**config.mk**
```make
export PLATFORM = sky130hd
export DESIGN_NAME = ccd_hash
export DESIGN_NICKNAME = d
export VERILOG_FILES = /design/src/rtl/capture_container_decoder_macros.svh /design/src/rtl/ccd_pkg.sv /design/src/rtl/ccd_hash.sv
export SDC_FILE = /design/constraint.sdc
export NUM_CORES = 1
export LEC_CHECK = 0
export ABC_AREA = 0
export BUFFER_PORTS_ARGS = -buffer_cell sky130_fd_sc_hd__buf_4
export CORE_MARGIN = 10
export CORE_UTILIZATION = 40
export DETAILED_ROUTE_END_ITERATION = 10
export HOLD_SLACK_MARGIN = 0.03
export PLACE_DENSITY = 0.55
export SYNTH_ARGS = -nofsm -noshare
export SYNTH_HDL_FRONTEND = slang
export SYNTH_SLANG_ARGS = --single-unit
```
**constraint.sdc**
```tcl
create_clock -name clk -period 8.06 [get_ports clk]
set_input_delay 1.209 -clock clk [delete_from_list [all_inputs] [get_ports clk]]
set_output_delay 1.209 -clock clk [all_outputs]
set_load 0.02 [all_outputs]
```
**src/rtl/capture_container_decoder_macros.svh**
```systemverilog
// ----------------------------------------------------------------------------
// capture_container_decoder_macros
// Assertion macros shared by the capture container decoder.
// ----------------------------------------------------------------------------
`ifndef CAPTURE_CONTAINER_DECODER_MACROS_SVH
`define CAPTURE_CONTAINER_DECODER_MACROS_SVH

// same-cycle implication
`define CCD_ASSERT_NOW(label, clk, rst_n, ante, cons, msg) \
  label: assert property (@(posedge clk) disable iff (!rst_n) (ante) |-> (cons)) \
    else $error(msg);

// next-cycle implication
`define CCD_ASSERT_NEXT(label, clk, rst_n, ante, cons, msg) \
  label: assert property (@(posedge clk) disable iff (!rst_n) (ante) |=> (cons)) \
    else $error(msg);

`endif

```
**src/rtl/ccd_pkg.sv**
```systemverilog
// ----------------------------------------------------------------------------
// ccd_pkg
// Types, constants and the magic table of the capture container decoder.
// ----------------------------------------------------------------------------
package ccd_pkg;

  localparam logic [31:0] FNV_OFFSET = 32'h811C_9DC5;
  localparam logic [31:0] FNV_PRIME  = 32'h0100_0193;

  localparam logic [5:0] HDR_LEN        = 6'd48;
  localparam logic [5:0] MAGIC_LEN      = 6'd8;
  localparam logic [5:0] SHORT_LIMIT    = 6'd51;
  localparam logic [5:0] POS_VERSION    = 6'd11;
  localparam logic [5:0] POS_FRAME      = 6'd19;
  localparam logic [5:0] POS_WIDTH      = 6'd23;
  localparam logic [5:0] POS_HEIGHT     = 6'd27;
  localparam logic [5:0] POS_PROD_WH    = 6'd28;
  localparam logic [5:0] POS_STRIDE     = 6'd31;
  localparam logic [5:0] POS_PROD_SH    = 6'd32;
  localparam logic [5:0] POS_PIXELS     = 6'd39;
  localparam logic [5:0] POS_DEPTH      = 6'd47;
  localparam logic [63:0] POS_LEN_SUM   = 64'd48;
  localparam logic [63:0] POS_LEN_NEED  = 64'd49;
  localparam logic [65:0] NEED_BIAS     = 66'd51;

  localparam int FLAG_MAGIC   = 0;
  localparam int FLAG_VERSION = 1;
  localparam int FLAG_HEADER  = 2;

  typedef enum logic [1:0] {
    KIND_PIXEL  = 2'd0,
    KIND_DEPTH  = 2'd1,
    KIND_STATUS = 2'd2
  } kind_t;

  typedef enum logic [2:0] {
    ERR_OK       = 3'd0,
    ERR_SHORT    = 3'd1,
    ERR_CHECKSUM = 3'd2,
    ERR_VERSION  = 3'd3,
    ERR_HEADER   = 3'd4,
    ERR_LENGTH   = 3'd5
  } err_t;

  typedef struct packed {
    kind_t       result_kind;
    logic [31:0] payload_value;
    logic        capture_ok;
    err_t        error_code;
    logic [63:0] frame_id;
    logic [31:0] frame_width;
    logic [31:0] frame_height;
    logic [31:0] row_stride;
  } result_t;

  typedef struct packed {
    logic step;
    logic restart;
    logic active;
  } hash_ctl_t;

  function automatic logic [7:0] magic_byte(input logic [2:0] idx);
    logic [7:0] b;
    case (idx)
      3'd0: b = 8'h41;
      3'd1: b = 8'h35;
      3'd2: b = 8'h31;
      3'd3: b = 8'h58;
      3'd4: b = 8'h52;
      3'd5: b = 8'h43;
      3'd6: b = 8'h41;
      3'd7: b = 8'h50;
      default: b = 8'h00;
    endcase
    return b;
  endfunction

endpackage

```
**src/rtl/ccd_hash.sv**
```systemverilog
// ----------------------------------------------------------------------------
// ccd_hash
// FNV-1a 32 running four bytes behind the stream, with the stored checksum
// compare against the last four bytes.
// ----------------------------------------------------------------------------
module ccd_hash
  import ccd_pkg::*;
(
  input  logic      clk,
  input  logic      rst_n,
  input  hash_ctl_t ctl,
  input  logic [7:0] data_byte,
  output logic      checksum_match
);

  logic [31:0] hash_r;
  logic [31:0] hash_nxt;
  logic [31:0] mixed;
  logic [7:0]  dly_r [4];

  assign mixed    = hash_r ^ {24'd0, dly_r[3]};
  assign hash_nxt = ctl.active ? mixed * FNV_PRIME : hash_r;
  assign checksum_match = ({data_byte, dly_r[0], dly_r[1], dly_r[2]} == hash_nxt);

  always_ff @(posedge clk) begin
    if (!rst_n) begin
      hash_r <= FNV_OFFSET;
      for (int i = 0; i < 4; i++) dly_r[i] <= 8'd0;
    end else if (ctl.step) begin
      if (ctl.restart) begin
        hash_r <= FNV_OFFSET;
        for (int i = 0; i < 4; i++) dly_r[i] <= 8'd0;
      end else begin
        hash_r   <= hash_nxt;
        dly_r[0] <= data_byte;
        dly_r[1] <= dly_r[0];
        dly_r[2] <= dly_r[1];
        dly_r[3] <= dly_r[2];
      end
    end
  end

endmodule

```
==> key figures <==
Logic synthesis
  – Share of Yosys cell area claimed by the top area cell type: 0.256
  – Fraction of synthesis flops using an asynchronous set or reset pin: 0
  – Post-synth top cells: 185 x sky130_fd_sc_hd__ha_1, 170 x sky130_fd_sc_hd__inv_1, 74 x sky130_fd_sc_hd__fa_1, 58 x sky130_fd_sc_hd__xnor2_1, 50 x sky130_fd_sc_hd__nand2_1
  – Post-synthesis instance total: 952
  – Number of enable-type register cells in the synthesized netlist: 24
  – Largest cells by area after synthesis: sky130_fd_sc_hd__ha_1 26%, sky130_fd_sc_hd__fa_1 16%, sky130_fd_sc_hd__dfxtp_1 8.9%
  – Yosys reg bits: 64
  – Yosys Warn Count: 0
  – Post-Synthesis Net Count: 1224
  – Unique cell type count in the Yosys netlist: between 60 and 70
  – Seq/Total Area, Yosys: 0.168
  – Main synth FF type: sky130_fd_sc_hd__dfxtp_1
  – Average instance area after synthesis: 9.50 um2
  – Library cell occupying the most area in the post-synthesis netlist: sky130_fd_sc_hd__ha_1
  – Cell with the most instances after synthesis: sky130_fd_sc_hd__ha_1
  – Post-synthesis instance area: approximately 0.009 mm2

Detailed routing
  – TritonRoute pass-1 iters: 5
  – Number of nets with antenna violations after detailed routing: 0
  – Wire length reported by the detailed router: 24000 um
  – Vias/cell: 5.25
  – Violation count after the first detailed-routing iteration: 374
  – Remaining routing DRC violations: 0
  – Via count: between 6000 and 7000
  – Routed wire length per instance: 19.1 um

Clock tree
  – Root cell of the clock tree: sky130_fd_sc_hd__clkbuf_16
  – Buffer levels on the longest clock path: 2
  – Clock transition at path regs: 0.05 ns
  – TritonCTS buffer count: 9
  – Cts-stage hold buffer count: 0
  – Later-pin clock latency in the skew report: 0.35 ns
  – CTS tree: built
  – Sink Count: 64
  – H-tree lvl count: 3

Floorplan
  – Std cell rows: 54
  – Die boundary width: approximately 170 um
  – Core box area: 0.0220 mm2
  – Vertical die dimension: between 150 and 200 um
  – I/O Pins: 14
  – Initial cell density of the core: 0.410
  – Die outline area: between 0.02 and 0.03 mm2

Worst setup path
  – Largest fanout on the critical path: 7
  – Critical path data required time: 6.85 ns
  – Delay of the slowest cell on the worst path: ~0.47 ns
  – Crit start category: flop
  – Sort of element at the end of the critical path: output port
  – Largest delay contributor family on the critical path: adder cells
  – Most frequent CP cell: sky130_fd_sc_hd__ha_1
  – Crit path DAT: between 6 and 7 ns
  – Cell with the largest stage delay on the worst path: sky130_fd_sc_hd__fa_1
  – Count of buffer and inverter cells on the critical path: 4
  – Kind of critical path: flop to output port
  – Crit path cell chain: xnor2_2, inv_4, ha_1, ha_1, fa_1, ha_1, fa_1, ha_1, inv_1, fa_1, inv_1, ha_2, nand2_1, nor2_1, o211ai_2, a2111oi_4, nor3_1, a21oi_1, nand4_1, a2111oi_4, nand4b_1, a2111oi_2, buf_4

GRT
  – Number of global-route vias before repair: 6783
  – Number of antenna violations at the first check in global routing: 0
  – Total overflow reported by the global router: 0
  – Maximum number of pins on one net before global-route repair: 37
  – First-pass GRT wire length: roughly 38000 um
  – Global routing usage summed across all routing layers: 0.172

Timing
  – Endpoints failing hold: 0
  – Final setup violation count: 0
  – Max_slew headroom: 0.334
  – Peak Freq: about 130 MHz
  – Sum Neg Setup Slack: 0 ns
  – Final cycle utilization of the critical path: 0.966
  – Worst-margin pin slew: 0.996 ns
  – Time the final worst path needs with I/O delays and setup: 7.78 ns
  – Setup Skew: 0.0125 ns
  – Pins over their slew limit: 0
  – RSZ-0062 raised after global routing: no

Status
  – Result of the run: finished clean

Place
  – Weighted congestion reported at the end of routability-driven placement: 0.953
  – DP Wirelength: 20000 um
  – IO Port Bufs: 13

Cells and area
  – Antenna diode count: 0
  – Total area of sequential cells: 0.00152 mm2
  – Final Core Density: 0.451
  – Fillers: roughly 2200
  – Area of combinational cells with multiple inputs: 0.00686 mm2
  – Number of nets in the layout: about 1200
  – Area growth from synthesis to layout: 9.89%
  – Fraction of layout instances using a drive strength above 1: 0.0999

Job
  – Maxcap violations: 0

Hold path
  – Class of the most critical hold timing path: flop to flop
registers in the layout (all words and copies together), names as in the netlist:
register and flops:
dly_r 32, hash_r 32
timing repair:
action | CTS | global route
buffers inserted | 0 | 1
gates cloned | 0 | 0
pin swaps | 0 | 3
hold endpoints to repair | 0 | 0
gates resized for setup | 2 | 21
endpoints found under the setup margin | 1 | 1
final timing paths:
kind	start	cells after the start	slack (ns)	endpoint
min reg2reg	hash_r[0]$_SDFFE_PN1P_	1	0.54	hash_r[0]$_SDFFE_PN1P_
min	hash_r[0]$_SDFFE_PN1P_	1	0.54	hash_r[0]$_SDFFE_PN1P_
max reg2reg	dly_r[3][7]$_SDFFCE_PN0P_	21	2.33	hash_r[25]$_SDFFE_PN0P_
max	dly_r[3][7]$_SDFFCE_PN0P_	23	0.28	checksum_match
metrics by stage:
step / setup WS [ns] / cells / area, um2 / hold slack (ns)
final: 0.275 / 1261 / 9940 / 0.536
after CTS: 0.000683 / 1260 / 9810 / 0.519
after global placement: 0.309 / 1244 / 9530 / 0.491
after global routing: 0.00107 / 1261 / 9940 / 0.559
after detailed placement: 0.272 / 1244 / 9530 / 0.506
after floorplan: 0.967 / 952 / 9040 / 0.480
metal layers:
layer	vias to the layer above	GRT usage	wire length (um)
met2	132	0.277	10900
met1	3232	0.239	11900
met4	0	0.0416	420
li1	3239	-	-
met5	-	0	0
met3	21	0.0204	876
layout by cell type, fill, tap and decap left out, types with 4 or more instances in the layout:
cell and instances:
sky130_fd_sc_hd__o22ai_1 6, sky130_fd_sc_hd__buf_4 38, sky130_fd_sc_hd__xnor2_1 56, sky130_fd_sc_hd__a21oi_2 5, sky130_fd_sc_hd__ha_1 181, sky130_fd_sc_hd__nand3_1 4
sky130_fd_sc_hd__xor2_1 43, sky130_fd_sc_hd__ha_2 4, sky130_fd_sc_hd__a22o_1 4, sky130_fd_sc_hd__nand2_1 50, sky130_fd_sc_hd__dfxtp_1 39, sky130_fd_sc_hd__clkbuf_16 9
sky130_fd_sc_hd__fa_1 74, sky130_fd_sc_hd__o21ai_1 5, sky130_fd_sc_hd__nor3_1 6, sky130_fd_sc_hd__and2_1 7, sky130_fd_sc_hd__o22a_1 8, sky130_fd_sc_hd__inv_1 169
sky130_fd_sc_hd__mux2i_1 6, sky130_fd_sc_hd__nand4_1 7, sky130_fd_sc_hd__edfxtp_1 24, sky130_fd_sc_hd__a21oi_1 42, sky130_fd_sc_hd__and3_1 25, sky130_fd_sc_hd__o21ai_0 31
sky130_fd_sc_hd__a21o_1 6, sky130_fd_sc_hd__nor2_1 23, sky130_fd_sc_hd__nand2b_1 11, sky130_fd_sc_hd__nor2b_1 18
layout make-up:
type                    count  area share
flip-flops and latches     64       0.153
well taps                 280      0.0353
clock inverters             5     0.00327
clock buffers              11      0.0244
inverters                 170      0.0645
repair buffers             38      0.0287
multi-input cells         693       0.691
worst register-to-register path, cell delays in order (launching register included):
cell and delay (ns):
sky130_fd_sc_hd__edfxtp_1 0.41, sky130_fd_sc_hd__xnor2_2 0.26, sky130_fd_sc_hd__inv_4 0.13, sky130_fd_sc_hd__ha_1 0.30, sky130_fd_sc_hd__ha_1 0.31, sky130_fd_sc_hd__fa_1 0.45, sky130_fd_sc_hd__ha_1 0.23, sky130_fd_sc_hd__fa_1 0.44
sky130_fd_sc_hd__ha_1 0.28, sky130_fd_sc_hd__inv_1 0.04, sky130_fd_sc_hd__fa_1 0.47, sky130_fd_sc_hd__inv_1 0.04, sky130_fd_sc_hd__ha_2 0.45, sky130_fd_sc_hd__nand2_1 0.14, sky130_fd_sc_hd__o21ai_2 0.24, sky130_fd_sc_hd__o2111a_1 0.24
sky130_fd_sc_hd__o31a_2 0.14, sky130_fd_sc_hd__o22ai_1 0.17, sky130_fd_sc_hd__o31ai_1 0.29, sky130_fd_sc_hd__a21oi_1 0.14, sky130_fd_sc_hd__xnor2_2 0.20, sky130_fd_sc_hd__a22o_1 0.22
cell families after synthesis:
logic type	count (synthesis)	share of synthesized area
fa+ha+maj	259	0.420
buf+inv	195	0.0865
simple gates	165	0.0938
compound gates	157	0.121
xor+xnor	106	0.104
flops	64	0.168
mux	6	0.00664
Power is not shown: default switching activity piles up to over one toggle a cycle in this logic, so the estimate is an artifact.
